[config.mk]
export PLATFORM = sky130hd
export DESIGN_NAME = clut_lane
export DESIGN_NICKNAME = d
export VERILOG_FILES = /design/src/hw/rtl/clut_pkg.sv /design/src/hw/rtl/clut_lane.sv
export SDC_FILE = /design/constraint.sdc
export NUM_CORES = 2
export LEC_CHECK = 0
export ABC_AREA = 1
export ABC_CLOCK_PERIOD_IN_PS = 5900
export BUFFER_PORTS_ARGS = -buffer_cell sky130_fd_sc_hd__buf_2
export CORE_MARGIN = 2
export CORE_UTILIZATION = 30
export DETAILED_ROUTE_END_ITERATION = 16
export HOLD_SLACK_MARGIN = 0.15
export PLACE_DENSITY = 0.53
export SLEW_MARGIN = 20
export SYNTH_ARGS = -nofsm -noshare
export SYNTH_HDL_FRONTEND = slang
export SYNTH_SLANG_ARGS = --single-unit
[constraint.sdc]
create_clock -name clk -period 5.9 [get_ports clk]
set_clock_uncertainty 0.1 [all_clocks]
set_input_delay 0.295 -clock clk [delete_from_list [all_inputs] [get_ports clk]]
set_output_delay 0.295 -clock clk [all_outputs]
set_load 0.1 [all_outputs]
[src/hw/rtl/clut_pkg.sv]
// Shared types, constants and colour helpers for the CLUT texel expander.
package clut_pkg;

  localparam int PALETTE_DEPTH = 256;
  localparam int IDX_W         = 8;
  localparam int PAL_AW        = $clog2(PALETTE_DEPTH);
  localparam int NUM_LANES     = 4;
  localparam int COUNT_W       = 3;
  localparam int PIXEL_W       = 32;
  localparam int S_TDATA_W     = 48;
  localparam int CFG_DATA_W    = 2;

  localparam logic [IDX_W:0]   PAL_LIMIT    = (IDX_W + 1)'(PALETTE_DEPTH);
  localparam logic [PIXEL_W-1:0] OPAQUE_BLACK = 32'hFF00_0000;

  typedef enum logic {
    CMD_PAL_WRITE = 1'b0,
    CMD_CONVERT   = 1'b1
  } command_t;

  typedef enum logic [1:0] {
    DEPTH_4BIT   = 2'd0,
    DEPTH_8BIT   = 2'd1,
    DEPTH_DIRECT = 2'd2,
    DEPTH_NONE   = 2'd3
  } depth_mode_t;

  typedef enum logic {
    CFG_DEPTH_MODE      = 1'b0,
    CFG_PALETTE_PRESENT = 1'b1
  } cfg_reg_t;

  typedef logic [PIXEL_W-1:0] pixel_t;

  typedef struct packed {
    logic              en;
    logic [PAL_AW-1:0] addr;
    logic [15:0]       data;
  } pal_wr_t;

  typedef struct packed {
    depth_mode_t mode;
    logic        present;
    logic [15:0] word;
  } lane_ctl_t;

  // floor(v * 255 / 31) for every 5-bit channel value
  localparam logic [7:0] WIDEN5_LUT [32] = '{
    8'd0,   8'd8,   8'd16,  8'd24,  8'd32,  8'd41,  8'd49,  8'd57,
    8'd65,  8'd74,  8'd82,  8'd90,  8'd98,  8'd106, 8'd115, 8'd123,
    8'd131, 8'd139, 8'd148, 8'd156, 8'd164, 8'd172, 8'd180, 8'd189,
    8'd197, 8'd205, 8'd213, 8'd222, 8'd230, 8'd238, 8'd246, 8'd255
  };

  function automatic pixel_t pack_color(input logic [15:0] c, input logic transparent);
    logic [7:0] a;
    a = transparent ? 8'h00 : 8'hFF;
    return {a, WIDEN5_LUT[c[14:10]], WIDEN5_LUT[c[9:5]], WIDEN5_LUT[c[4:0]]};
  endfunction

endpackage

[src/hw/rtl/clut_lane.sv]
// One texel lane: private palette copy, registered read and colour expansion.
module clut_lane (
  input  logic                      clk,
  input  clut_pkg::pal_wr_t         wr,
  input  logic                      rd_en,
  input  logic [clut_pkg::IDX_W-1:0] rd_idx,
  input  clut_pkg::lane_ctl_t       ctl,
  output clut_pkg::pixel_t          pixel
);

  logic [15:0]                 mem [clut_pkg::PALETTE_DEPTH];
  logic [15:0]                 rd_data;
  logic [clut_pkg::IDX_W-1:0]  idx;
  logic                        in_range;
  logic [15:0]                 color;

  always_ff @(posedge clk) begin
    if (wr.en) begin
      mem[wr.addr] <= wr.data;
    end
  end

  always_ff @(posedge clk) begin
    if (rd_en) begin
      rd_data <= mem[rd_idx[clut_pkg::PAL_AW-1:0]];
      idx     <= rd_idx;
    end
  end

  assign in_range = ({1'b0, idx} < clut_pkg::PAL_LIMIT);

  always_comb begin
    color = in_range ? rd_data : 16'h0000;
    case (ctl.mode)
      clut_pkg::DEPTH_4BIT, clut_pkg::DEPTH_8BIT: begin
        pixel = ctl.present ? clut_pkg::pack_color(color, idx == '0)
                            : clut_pkg::OPAQUE_BLACK;
      end
      clut_pkg::DEPTH_DIRECT: begin
        pixel = clut_pkg::pack_color(ctl.word, ctl.word == 16'h0000);
      end
      default: begin
        pixel = clut_pkg::OPAQUE_BLACK;
      end
    endcase
  end

endmodule

# Word-level counts from Yosys, hierarchy flattened
# Memories as Yosys holds them, arrays and structs flattened. A register that Yosys moved wholly into a read port is not among the register bits.
# Index checks and enable logic that the tools add are counted.
word_totals:
  word_cells: 44
  in_bits: 54
  mem_count: 7
  ramBits: 4096
  mem_bits_ro: 1536
  out_inout_bits: 32
  register_bits: 8
mem_list:
  columns: ["name", "depth", "width", "rd", "rd_ports_with_merged_regs", "write_ports", "line", "text"]
  rows:
  - ["mem", 256, 16, 1, 1, 1, "clut_lane.sv:11", "logic [15:0] mem [clut_pkg::PALETTE_DEPTH];"]
  - ["(no name shown)", 32, 8, 1, 0, 0, "clut_pkg.sv:58", "return {a, WIDEN5_LUT[c[14:10]], WIDEN5_LUT[c[9:5]], WIDEN5_LUT[c[4:0]]};"]
  - ["(no name shown)", 32, 8, 1, 0, 0, "clut_pkg.sv:58", null]
  - ["(no name shown)", 32, 8, 1, 0, 0, "clut_pkg.sv:58", null]
  - ["(no name shown)", 32, 8, 1, 0, 0, "clut_pkg.sv:58", null]
  - ["(no name shown)", 32, 8, 1, 0, 0, "clut_pkg.sv:58", null]
  - ["1 more memories", null, null, null, null, null, null, null]
op_classes:
  bitwise_logic: 6
  muxes: 18
  n_eq_ne: 2
  n_reduce_logical: 4
  n_lt_le_gt_ge: 6
op_table:
  columns: ["operator", "n"]
  rows:
  - ["$mux W8", 14]
  - ["$pmux W32 S2", 1]
  - ["$ge A6 B6 Y1 const B", 6]
  - ["$not A5 Y6", 6]
  - ["$mux W32", 1]
  - ["$logic_not A16 Y1", 1]
  - ["$logic_not A8 Y1", 1]
  - ["$eq A2 B1 Y1 const B", 1]
  - ["$eq A2 B2 Y1 const B", 1]
  - ["$logic_not A2 Y1", 1]
  - ["$mux W1", 2]
  - ["$reduce_or A2 Y1", 1]

# Logic depth before layout (Yosys ltp)
depth:
  word_depth: 6
  mapped_depth: 15
  ltp_nobuf: 11

# Worst setup path after synthesis
# No wires, ideal clock.
synth_path:
  kind: "input-to-output"
  from: "input ctl[18] (netlist name)"
  to: "output pixel[16]"
  required_time_ns: 5.505
  n_path_buf: 1
  setup_slack_ns: 2.506
  path_stages: 5
  arrival_ns: 2.999
  path_cell_list: "inv_1 -> nor2_1 -> clkbuf_1 -> o21ai_0 -> o21ai_0"
synth_via:
  elab_chain_len: 3
  elab_cells_between_ends: 5
  classes_between: "eq/ne (2); mux (1); reduce/logical (2)"
synth_lines:
  columns: ["item", "line", "text"]
  rows:
  - ["start, declared", "clut_lane.sv:7", "input clut_pkg::lane_ctl_t ctl,"]
  - ["$eq A2 B1 Y1 / $logic_not A2 Y1 (equally long branches)", "clut_lane.sv:34", "case (ctl.mode)"]
  - ["$reduce_or A2 Y1", "clut_lane.sv:34", null]
  - ["$pmux W32 S2 (*)", "clut_lane.sv:34", null]
  - ["end, declared", "clut_lane.sv:8", "output clut_pkg::pixel_t pixel"]
# Mark *: on every way between the ends. The rest lies on a longest branch, timed or not.

# Worst setup path in the final report
layout_path:
  from: "input ctl[18] (netlist name)"
  to: "output pixel[6]"
# The elaborated chain is that of the path after synthesis.

==> impl_results.md <==
* Status: completed
* Power density over the cells at 331 nW/um^2
* Detail-routed via count per cell at 4.99
* Cell area after synthesis at 157,000 sq um
* Starting utilization of the core area at 30.1%
* Worst reg2reg setup slack at 3.51 ns
* Total of endpoints with negative setup slack in the final report at 0
* Sinks on Clock Net at 3,863
* Worst r2r dst: color[13]
* Worst hold path type: in -> reg
* Top fanout value on the critical path at 13
* Headroom to the max-slew limit at 14.2%
* Placed wire-length estimate at 260,000 um
* Startpoint of the lowest-slack hold path: wr[24]
* Post-synthesis sequential area ratio at 73.9%
* Core outline area at 521,000 sq um
* Critical Path RT at 5.51 ns
* Top-level port count at 86
* Count of nets after finishing at 13,100
* Highest metal layer with signal wires: met5
* Buffer count from post-CTS setup fixing at 0
* CP endpoint kind: primary output
* Synth warn at 0
* Number of library cell types mapped by synthesis at 27
* Max-Cap Viols at 0
* TritonCTS clock tree: yes
* Hold path cells at 4
* Final-report hold violation count at 0
* Signal arrival time at the worst endpoint at 3.73 ns
* Number of levels the H-tree was split into at 5
* Clock Tree Root: clkbuf_16
* Reg2Reg Depth at 10
* Number of synthesized register bits at 3,863
* Share of post-route cells with drive strength above 1 at 8.09%
* Syn avg cell area at 12.1 sq um
* Clock Pin Slew Worst Setup and Hold Paths at 0.06 ns
* Routed metal-1 wire length at 211,000 um
* Resized Gates After CTS at 0
* Routed length on met2 at 216,000 um
* WS Path Type: in -> out
* TritonCTS Buffers at 405
* Beginning of the worst register-to-register path: mem[167][13]
* Final worst path period share at 69.8%
* Met3 wirelength from detailed routing at 36,600 um
* Peak VDD IR at 0.243 mV
* Worst hold endpoint: mem[120][12]
* Min setup slack post-route at 1.78 ns
* Post-synthesis instance total at 13,000
* Pin count of the biggest net entering global routing at 164
* Leakage at 61.1 nW
* Fmax at 0.243 GHz
* Buffers added on ports at 84
* Post-Syn Nets at 13,000
* Average wire length per cell after detail routing at 23.5 um
* Number of nets still failing antenna checks after routing at 0
* Synthesis-to-finish area growth at 13.7%
* Hold Buf Count CTS at 34
* Floorplan die area at 529,000 sq um
* Number of antenna violations at the first check in global routing at 43
* Total Routing Usage GR at 17.4%
* DRC violation count after routing at 0
* Die width at 727 um
* Wire length of the first global-routing pass at 682,000 um
* DRC marker count from the first detailed-route iteration at 11,200
* Type of origin of the critical path: input pin
* Die boundary height at 727 um
* Time the worst path needs with I/O delays and setup at 4.12 ns
* Via count of the first global-routing pass at 93,400
* Remaining Overflow, GRT at 0
* Skew-Pair Late Insertion Delay at 0.98 ns
* Crit path launch: ctl[18]
* Row cnt at 265
* Weighted congestion reported at the end of routability-driven placement at 0.827
* Drt first pass iters at 9
* Max-slew violation total from the final report at 0
* Routed WL at 478,000 um
* Dpl ws at 1.90 ns
* Vias after detailed routing at 101,000
* Fin Setup TNS at 0 ns
* Unrepaired setup endpoints after global routing: no
* Clock tree buffer depth at 4
* Worst Tran Pin Value at 1.29 ns
worst max path at each step:
stage	endpoint	slack, ns	cells past startpoint
floorplan	pixel[16]	2.51	5
global placement	pixel[6]	1.91	6
detailed placement	pixel[6]	1.90	6
CTS	pixel[6]	1.90	6
global route	pixel[6]	1.69	6
finish	pixel[6]	1.78	6
registers in the layout (all words and copies together) (netlist names):
register,flops
idx,8
color,15
mem,3840
area by class of cell:
| class | count | area (sq um) |
|---|---|---|
| multi-input cells | 8145 | 35600 |
| diodes | 27 | 67.6 |
| inverters | 71 | 319 |
| clock inverters | 248 | 2160 |
| well taps | 6942 | 8690 |
| repair buffers | 533 | 4930 |
| flip-flops and latches | 3863 | 116000 |
| clock buffers | 494 | 10600 |
| fillers | 50800 | 343000 |
Yosys cell counts (all sizes together):
cell | n | area, sq um
o221ai | 1 | 8.76
nor2 | 293 | 1100
o211ai | 3 | 22.5
nand3 | 3791 | 19000
buf | 761 | 4660
inv | 68 | 260
nand2 | 3989 | 15000
nor3 | 7 | 35.0
nor4 | 3 | 18.8
clkinv | 3 | 11.3
a31oi | 2 | 12.5
a22o | 1 | 8.76
o22ai | 7 | 43.8
a32o | 4 | 40.0
a221oi | 2 | 17.5
edfxtp | 3863 | 116000
nand4 | 1 | 6.26
a21oi | 10 | 50.1
o21ai | 31 | 155
clkbuf | 131 | 493
cells by family (layout without fill, tap and decap cells):
family,after synthesis,after routing,synth area share [%]
AND/OR/NAND/NOR,8084,8084,22.4
flip-flops,3863,3863,73.9
buffers and inverters,963,1346,3.46
AO/OA/AOI/OAI,61,61,0.229
other,0,27,0
critical path, stage by stage:
cell and delay [ns]:
buf_2 0.11, inv_1 0.24, nor2_1 0.85, inv_1 0.50, o21ai_1 1.06, buf_2 0.62
stage by stage:
stage               instance area [sq um]  total power [mW]  hold slack, ns  std cells  utilization (%)
finish                             178000              59.1           0.245      20300             34.2
CTS                                178000              59.5           0.188      20300             34.2
global placement                   165000              34.6           0.648      19500             31.7
floorplan                          157000              32.9           0.294      13000                -
global route                       178000              60.7           0.242      20300             34.2
detailed placement                 165000              34.7           0.647      19500             31.7
report_power, final:
group,switching (mW),leakage [nW],internal (mW),total [mW]
Clock,10.7,6.23,14.3,25.0
Sequential,0.0235,34.7,30.3,30.3
Combinational,2.98,20.1,0.823,3.81
cells in the final DEF (no fill, tap or decap), types with 27 or more instances in the layout:
cell | Yosys | layout
o21ai_0 | 31 | 27
clkinv_1 | 3 | 125
dlygate4sd3_1 | 0 | 34
inv_1 | 66 | 64
buf_12 | 1 | 69
clkinv_2 | 0 | 59
diode_2 | 0 | 27
clkbuf_16 | 0 | 412
nor2_1 | 293 | 275
bufinv_16 | 0 | 34
nand3_1 | 3791 | 3791
clkbuf_1 | 130 | 82
nand2_1 | 3989 | 3973
edfxtp_1 | 3863 | 3863
buf_4 | 183 | 348
buf_2 | 410 | 63
metal layers:
layer | track usage, % | vias to the layer above
met5 | 0 | -
met4 | 5.26 | 20
met3 | 3.03 | 691
met2 | 26.8 | 3730
met1 | 25.0 | 50500
li1 | - | 46400
No activity file was read; power rests on OpenSTA's default activity.
