`config.mk`:
```
export PLATFORM = sky130hd
export DESIGN_NAME = clut_merge
export DESIGN_NICKNAME = d
export VERILOG_FILES = /design/src/hw/rtl/clut_pkg.sv /design/src/hw/rtl/clut_merge.sv
export SDC_FILE = /design/constraint.sdc
export NUM_CORES = 1
export LEC_CHECK = 0
export BUFFER_PORTS_ARGS = -buffer_cell sky130_fd_sc_hd__buf_2
export CAP_MARGIN = 10
export CORE_ASPECT_RATIO = 0.6
export CORE_UTILIZATION = 53
export DETAILED_ROUTE_END_ITERATION = 10
export GPL_TIMING_DRIVEN = 0
export HOLD_SLACK_MARGIN = 0.03
export PLACE_DENSITY_LB_ADDON = 0.08
export SLEW_MARGIN = 20
export SYNTH_ARGS = -nofsm -noshare
export SYNTH_HDL_FRONTEND = slang
export SYNTH_SLANG_ARGS = --single-unit
```
`constraint.sdc`:
```
create_clock -name clk -period 4.7 [get_ports clk]
set_input_delay 0.94 -clock clk [delete_from_list [all_inputs] [get_ports clk]]
set_output_delay 0.94 -clock clk [all_outputs]
set_load 0.05 [all_outputs]
```
`src/hw/rtl/clut_pkg.sv`:
```
// Shared types, constants and colour helpers for the CLUT texel expander.
package clut_pkg;

  localparam int PALETTE_DEPTH = 256;
  localparam int IDX_W         = 8;
  localparam int PAL_AW        = $clog2(PALETTE_DEPTH);
  localparam int NUM_LANES     = 4;
  localparam int COUNT_W       = 3;
  localparam int PIXEL_W       = 32;
  localparam int S_TDATA_W     = 48;
  localparam int CFG_DATA_W    = 2;

  localparam logic [IDX_W:0]   PAL_LIMIT    = (IDX_W + 1)'(PALETTE_DEPTH);
  localparam logic [PIXEL_W-1:0] OPAQUE_BLACK = 32'hFF00_0000;

  typedef enum logic {
    CMD_PAL_WRITE = 1'b0,
    CMD_CONVERT   = 1'b1
  } command_t;

  typedef enum logic [1:0] {
    DEPTH_4BIT   = 2'd0,
    DEPTH_8BIT   = 2'd1,
    DEPTH_DIRECT = 2'd2,
    DEPTH_NONE   = 2'd3
  } depth_mode_t;

  typedef enum logic {
    CFG_DEPTH_MODE      = 1'b0,
    CFG_PALETTE_PRESENT = 1'b1
  } cfg_reg_t;

  typedef logic [PIXEL_W-1:0] pixel_t;

  typedef struct packed {
    logic              en;
    logic [PAL_AW-1:0] addr;
    logic [15:0]       data;
  } pal_wr_t;

  typedef struct packed {
    depth_mode_t mode;
    logic        present;
    logic [15:0] word;
  } lane_ctl_t;

  // floor(v * 255 / 31) for every 5-bit channel value
  localparam logic [7:0] WIDEN5_LUT [32] = '{
    8'd0,   8'd8,   8'd16,  8'd24,  8'd32,  8'd41,  8'd49,  8'd57,
    8'd65,  8'd74,  8'd82,  8'd90,  8'd98,  8'd106, 8'd115, 8'd123,
    8'd131, 8'd139, 8'd148, 8'd156, 8'd164, 8'd172, 8'd180, 8'd189,
    8'd197, 8'd205, 8'd213, 8'd222, 8'd230, 8'd238, 8'd246, 8'd255
  };

  function automatic pixel_t pack_color(input logic [15:0] c, input logic transparent);
    logic [7:0] a;
    a = transparent ? 8'h00 : 8'hFF;
    return {a, WIDEN5_LUT[c[14:10]], WIDEN5_LUT[c[9:5]], WIDEN5_LUT[c[4:0]]};
  endfunction

endpackage

```
`src/hw/rtl/clut_merge.sv`:
```
// Merge stage: takes the lanes' texels of one word and sends them out one per cycle while m_tready is high.
module clut_merge (
  input  logic                                              clk,
  input  logic                                              rst,
  input  logic                                              in_valid,
  input  logic [clut_pkg::COUNT_W-1:0]                      in_count,
  input  clut_pkg::pixel_t [clut_pkg::NUM_LANES-1:0]        in_pixels,
  output logic                                              load,
  output logic                                              m_tvalid,
  input  logic                                              m_tready,
  output logic [clut_pkg::PIXEL_W-1:0]                      m_tdata,   // pixel_rgba
  output logic                                              m_tlast    // last_of_word
);

  localparam int PTR_W = $clog2(clut_pkg::NUM_LANES);

  clut_pkg::pixel_t [clut_pkg::NUM_LANES-1:0] pixels;
  logic [clut_pkg::COUNT_W-1:0]               count;
  logic [PTR_W-1:0]                           ptr;
  logic                                       busy;
  logic                                       last;
  logic                                       out_accept;

  assign last       = ({{(clut_pkg::COUNT_W - PTR_W){1'b0}}, ptr} == count - 1'b1);
  assign out_accept = busy & m_tready;
  assign load       = in_valid & (~busy | (out_accept & last));

  assign m_tvalid = busy;
  assign m_tdata  = pixels[ptr];
  assign m_tlast  = last;

  always_ff @(posedge clk) begin
    if (rst) begin
      busy <= 1'b0;
      ptr  <= '0;
    end else if (load) begin
      busy <= 1'b1;
      ptr  <= '0;
    end else if (out_accept) begin
      if (last) begin
        busy <= 1'b0;
      end else begin
        ptr <= ptr + 1'b1;
      end
    end
  end

  always_ff @(posedge clk) begin
    if (load) begin
      pixels <= in_pixels;
      count  <= in_count;
    end
  end

endmodule

```
# After elaboration in Yosys (flattened, before gate mapping)
# Cells that the tools add are included.
[word_totals] ff_bits=134 in_bits=135 output_inout_bits=35 wordCells=27
[classes] n_addsub=2 magnitude_cmp=1 eq_ne=1 mux=5 n_bitwise=6 reduce_logical=5
[ops] op="$bmux 32 s2" count=1
[ops] op="$mux 32" count=1
[ops] op="$reduce_and 2->1" count=2
[ops] op="$reduce_bool 2->1" count=2
[ops] op="$and 1x1->1" count=3
[ops] op="$eq 2x3->1" count=1
[ops] op="$lt 2x3->1 const B" count=1
[ops] op="$mux 1" count=3
[ops] op="$sub 3x1->3 const B" count=1
[ops] op="$add 2x1->2 const B" count=1
[ops] op="$not 1->1" count=2
[ops] op="$reduce_or 2->1" count=1
[ops] op="$or 1x1->1" count=1

# Logic depth before layout (Yosys ltp)
# Gate-level depths: netlist of run 1.
[logic_depth] word_depth=7 depth_mapped=6

# Least setup slack after synthesis of run 1
# No wires, ideal clock.
[synth_path] kind="in2out" start="input port m_tready" end="output port load" arrival_ns=2.461 setup_slack_ns=1.299 path_stages=3 n_path_buf=0 path_cell_list="inv_1 o41ai_2 and2_4"
[synth_via] elab_chain_cells=4
[synth_rtl] element="from (decl)" line_no="clut_merge.sv:10" rtl="input logic m_tready,"
[synth_rtl] element="$and 1x1->1" line_no="clut_merge.sv:25" rtl="assign out_accept = busy & m_tready;"
[synth_rtl] element="$and 1x1->1" line_no="clut_merge.sv:26" rtl="assign load = in_valid & (~busy | (out_accept & last));"
[synth_rtl] element="$or 1x1->1" line_no="clut_merge.sv:26"
[synth_rtl] element="$and 1x1->1" line_no="clut_merge.sv:26"
[synth_rtl] element="to (decl)" line_no="clut_merge.sv:8" rtl="output logic load,"
# No other way between the ends.

# Worst setup path after layout of run 1
[layout_path] start="register count[0] (netlist name)" end="output port load"
[layout_via] elab_chain_cells=5
[layout_rtl] element="from (decl)" line_no="clut_merge.sv:18" rtl="logic [clut_pkg::COUNT_W-1:0] count;"
[layout_rtl] element="from (signal assigned)" line_no="clut_merge.sv:51" rtl="count <= in_count;"
[layout_rtl] element="$sub 3x1->3" line_no="clut_merge.sv:24" rtl="assign last = ({{(clut_pkg::COUNT_W - PTR_W){1'b0}}, ptr} == count - 1'b1);"
[layout_rtl] element="$eq 2x3->1" line_no="clut_merge.sv:24"
[layout_rtl] element="$and 1x1->1" line_no="clut_merge.sv:26"
[layout_rtl] element="$or 1x1->1" line_no="clut_merge.sv:26"
[layout_rtl] element="$and 1x1->1" line_no="clut_merge.sv:26"
# No other way between the ends.

==> flow_summary.toml, run 1 <==
[worst_hold_path]
min_path_type = "reg -> reg"
min-delay-start = "m_tvalid"

[worst_setup_path]
worst_setup_path_start_kind = "register"
criticalPathCategory = "reg -> out"
critPathMaxStageDelay_ns = 0.51
crit_fanout = 47
arrival_ns = 2.96
slowest_stage = "and2_4"
end_kind = "primary output"
startpoint = "count[0]"
cp_cell_sequence = "inv_1 -> ha_1 -> xnor2_2 -> o41ai_2 -> and2_4 -> buf_12 -> buf_2"
reg2reg_from = "count[0]"
worstPathRequired_ns = 3.76

[drt]
dr.pass1.iters = 4
drc = 0
ant_nets = 0
avgRoutedWirePerCell_um = 17.8
vias = 2604
via_per_inst = 5.14
routed_wl_um = 9030
drtIter0Drc = 177

[timing]
slew_headroom_pct = 52.5
layout_worst_path_cycle_share_pct = 82.9
finalClockSkew_ns = 0.00615
rsz0062_at_grt = "false"
setup_tns_ns = 0
maxSlewViolCount = 0
fmax_mhz = 257
worstMarginPinSlew_ns = 0.713
finalSetupViolations = 0
period_needed_ns = 3.90
finalHoldViolations = 0

[floorplanning]
core_mm2 = 0.00875
rows = 26
dieArea_mm2 = 0.00970
initial_core_util_pct = 56.3
die_w_um = 126
ioPinCount = 170
fp.dieH_um = 76.7

[layout]
nNetsFinal = 519
area_growth_pct = 32.7
layout_commonest_cell = "buf_2"
n_antenna_cell = 0
finish.instance_area_mm2 = 0.00654
drive_above_1_share_pct = 61.8
final_cell_mix = "170 x buf_2, 131 x edfxtp_1, 32 x mux4_2"

[place]
dpl.hpwl_um = 6290
place_congestion = 0.770
port_buffers = 169
placed_area_mm2 = 0.00596

[flow_run]
max_cap_violations = 0

[clock_network]
ctsHoldBuffers = 0
clkSlewWorstSetupHoldPaths_ns = 0.06
cts_setup_buffers = 0
clock_path_buffers = 2
cts_buffers = 17
worstSkewPairLatency_ns = 0.40
cts-htree-levels = 4
post_cts_resized = 0
cts_root_buf = "clkbuf_16"
cts_tree = "yes"
clock_sinks = 134

[pwr]
power.internal_w = 0.00229
leakagePower_nw = 2.51
p_comb_share_pct = 9.3
p_switching_w = 0.000686
p_sw_share_pct = 23.1
vdd_drop_max_mv = 0.267
p_per_area_mw_per_mm2 = 454
clkPwrFrac_pct = 43.1
pwr-share-seq_pct = 47.6

[logic_synthesis]
synth.avg_cell_area_um2 = 25.5
synth_nets = 329
netlist_area_mm2 = 0.00493
syn_inst = 193
synth_cell_type_count = 18
synth.yosys.seq_area_share_pct = 81.1
ys_ff_latch = 134
ys.warnings.count = 0

[grt]
grt_max_degree = 59
track_usage_pct = 20.1
grt_pass1_vias = 2620
antenna_found_initial = 1
gr-total-overflow = 0
grt_pass1_wl_um = 13900

[run_status]
status = "finished, final reports clean"
## registers in the layout, indices dropped and copies added (netlist names)
signal and flops:
pixels 128, count 3, ptr 2, m_tvalid 1
## final timing paths
path                 to  slack (ns)  depth (start not counted)
max                load        0.80                          7
min            m_tvalid        0.54                          2
min reg2reg    m_tvalid        0.54                          2
max reg2reg  pixels[11]        2.12                          6
## per-stage QoR
step	setup slack, ns	std cells	util (%)	hold WS, ns	power [W]
after floorplan	1.30	193	-	0.630	0.00161
after global placement	0.504	474	67.6	0.470	0.00171
after detailed placement	1.10	476	68.1	0.502	0.00172
after CTS	0.770	507	74.7	0.532	0.00300
after global routing	0.673	507	74.7	0.548	0.00307
final	0.803	507	74.7	0.536	0.00297
## Yosys cell counts
master	instances	area share, %
o41ai_2	1	0.33
xor2_1	3	0.53
and2_1	1	0.13
buf_4	3	0.46
xnor2_2	2	0.66
nor3_1	3	0.30
clkbuf_1	2	0.15
o31ai_1	1	0.15
dfxtp_1	3	1.2
o311ai_1	1	0.18
buf_2	1	0.10
mux4_2	32	15
edfxtp_1	131	80
ha_1	1	0.25
inv_1	4	0.30
a21oi_1	1	0.10
buf_6	2	0.46
and2_4	1	0.18
## critical path: cells and delay by family (launching register included)
family                   cells  cell delay [ns]
buffers and inverters        3             0.68
AND/OR/NAND/NOR              1             0.51
AO/OA/AOI/OAI                1             0.43
flip-flops                   1             0.38
adder cells (fa/ha/maj)      1             0.32
XOR/XNOR                     1             0.18
## final cells by class
class / count / area [um^2]
clock inverter: 14 / 154
fill: 525 / 2210
sequential: 134 / 3990
inverter: 4 / 15.0
multi-input combinational: 47 / 860
timing repair buffer: 171 / 893
clock buffer: 17 / 425
buffer: 8 / 57.6
tap: 112 / 140
## kinds of logic after synthesis
logic type	Yosys count	share of synthesized area [%]
flops	134	81.1
buf+inv	12	1.47
mux	32	14.6
xor+xnor	5	1.19
compound gates	4	0.762
fa+ha+maj	1	0.254
simple gates	5	0.610
## routing by layer
layer  track usage [%]  vias to the layer above  routed length [um]
met5                 0                        -                  10
met2              28.8                      119                4150
met4              8.31                        2                 119
met1              27.2                     1266                3890
met3              8.93                       16                 860
li1                  -                     1201                   -
## power by group through the flow
stage	clock, W	combinational, W	sequential (W)
global placement	0	0.000266	0.00144
global route	0.00135	0.000293	0.00142
detailed placement	0	0.000278	0.00144
floorplan	0	0.000175	0.00144
finish	0.00128	0.000276	0.00142
CTS	0.00130	0.000279	0.00142
(Power assumes the default switching activity.)
==> run 2, diff against run 1 <==
--- a/config.mk
+++ b/config.mk
@@ -8,7 +8,7 @@
 export BUFFER_PORTS_ARGS = -buffer_cell sky130_fd_sc_hd__buf_2
 export CAP_MARGIN = 10
 export CORE_ASPECT_RATIO = 0.6
-export CORE_UTILIZATION = 53
+export CORE_UTILIZATION = 45
 export DETAILED_ROUTE_END_ITERATION = 10
 export GPL_TIMING_DRIVEN = 0
 export HOLD_SLACK_MARGIN = 0.03
==> constraint.sdc (replaced) <==
create_clock -name clk -period 3.4 [get_ports clk]
set_input_delay 0.68 -clock clk [delete_from_list [all_inputs] [get_ports clk]]
set_output_delay 0.68 -clock clk [all_outputs]
set_load 0.05 [all_outputs]
==> flow_summary.toml, run 2 (synthesized netlist as in run 1, its figures left out) <==
[timing]
worst_slack_ns = 0.140
layout_worst_path_cycle_share_pct = 95.9
finalClockSkew_ns = 0.0118
finalSetupViolations = 0
maxSlewViolCount = 0
worstMarginPinSlew_ns = 0.729
fmax_mhz = 307
rsz0062_at_grt = "false"
period_needed_ns = 3.26
slew_headroom_pct = 51.4
finalHoldViolations = 0

[grt]
grt_max_degree = 59
track_usage_pct = 18.3
grt_pass1_wl_um = 14700
gr-total-overflow = 0
antenna_found_initial = 0
grt_pass1_vias = 2802

[worst_hold_path]
hold_path_depth = 1
min_path_type = "in -> reg"

[pwr]
p_sw_share_pct = 22.6
pwr-share-seq_pct = 46.7
leakagePower_nw = 2.55
vdd_drop_max_mv = 0.387
power.internal_w = 0.00324
p_comb_share_pct = 9.3
p_per_area_mw_per_mm2 = 631
clkPwrFrac_pct = 44.0
p_switching_w = 0.000947

[layout]
final_cell_mix = "169 x buf_2, 131 x edfxtp_1, 32 x mux4_2"
largest_reg_flops = 128
area_growth_pct = 34.7
top_regs = "pixels x128, count x3, ptr x2"
post-route-util_pct = 62.6
nNetsFinal = 521
regMostFlops = "pixels"
finish.instance_area_mm2 = 0.00663
layout_commonest_cell = "buf_2"
drive_above_1_share_pct = 61.8
n_antenna_cell = 0

[floorplanning]
ioPinCount = 170
core_mm2 = 0.0106
die_w_um = 137
rows = 29
dieArea_mm2 = 0.0114
fp.dieH_um = 83.0
initial_core_util_pct = 46.5

[clock_network]
clock_path_buffers = 2
ctsHoldBuffers = 0
cts_root_buf = "clkbuf_16"
cts_buffers = 17
cts_tree = "yes"
clock_sinks = 134
cts-htree-levels = 4
worstSkewPairLatency_ns = 0.41
clkSlewWorstSetupHoldPaths_ns = 0.06

[worst_setup_path]
crit_fanout = 51
criticalPathCategory = "reg -> out"
worstPathRequired_ns = 2.72
end_kind = "primary output"
worst_setup_path_start_kind = "register"
worstRegToRegCells = 7
arrival_ns = 2.58

[place]
dpl.hpwl_um = 6710
post-place-ws_ns = 0.272
placed_area_mm2 = 0.00600
port_buffers = 169
place_congestion = 0.707

[flow_run]
max_cap_violations = 0

[drt]
drtIter0Drc = 157
avgRoutedWirePerCell_um = 18.0
drc = 0
dr.pass1.iters = 5
via_per_inst = 4.89
ant_nets = 0
vias = 2625
routed_wl_um = 9650

[run_status]
status = "finished, final reports clean"
-- run 2: through the flow --
step	setup TNS [ns]	hold slack (ns)	total power, W	cells
after floorplan	0	0.630	0.00223	193
after global placement	-0.413	0.476	0.00236	501
after detailed placement	0	0.486	0.00238	503
after CTS	0	0.425	0.00423	537
after global routing	0	0.421	0.00433	537
final	0	0.445	0.00419	537
-- run 2: final timing paths --
kind / endpoint / from / slack (ns)
worst min register to register: m_tvalid / m_tvalid / 0.53
worst min-delay path: pixels[68] / in_pixels[68] / 0.45
worst max register to register: pixels[38] / count[0] / 0.88
worst max-delay path: load / count[0] / 0.14
-- run 2: cell type report --
type	count	area, um^2
flip-flops and latches	134	3990
clock buffers	17	425
plain buffers	8	57.6
inverters	4	15.0
fillers	787	3960
repair buffers	172	911
clock inverters	15	179
well taps	139	174
multi-input cells	48	878
-- run 2: per-layer routing --
layer	global-route usage (%)	routed length [um]	up-vias
li1	-	-	1211
met1	24.6	4320	1305
met2	25.8	4430	103
met3	8.73	857	6
met4	6.79	45	0
met5	0	0	-
-- run 2: power groups by stage --
stage	combinational, W	sequential [W]	clock, W
after detailed placement	0.000388	0.00199	0
after global routing	0.000416	0.00197	0.00195
final	0.000390	0.00196	0.00184
after floorplan	0.000241	0.00199	0
after CTS	0.000392	0.00196	0.00188
after global placement	0.000370	0.00199	0
-- run 2: worst max-delay path: stages, from the launching register on --
cell and delay, ns:
edfxtp_1 0.38, inv_1 0.06, ha_1 0.32, xnor2_2 0.19
o41ai_4 0.41, and2_4 0.25, buf_16 0.24, clkbuf_4 0.29
-- run 2: what timing repair did --
action,4_1_cts,5_1_grt
gates cloned,1,0
pin swaps,1,0
resized for setup,0,2
endpoints found under the setup margin,1,1
setup buffers,1,0
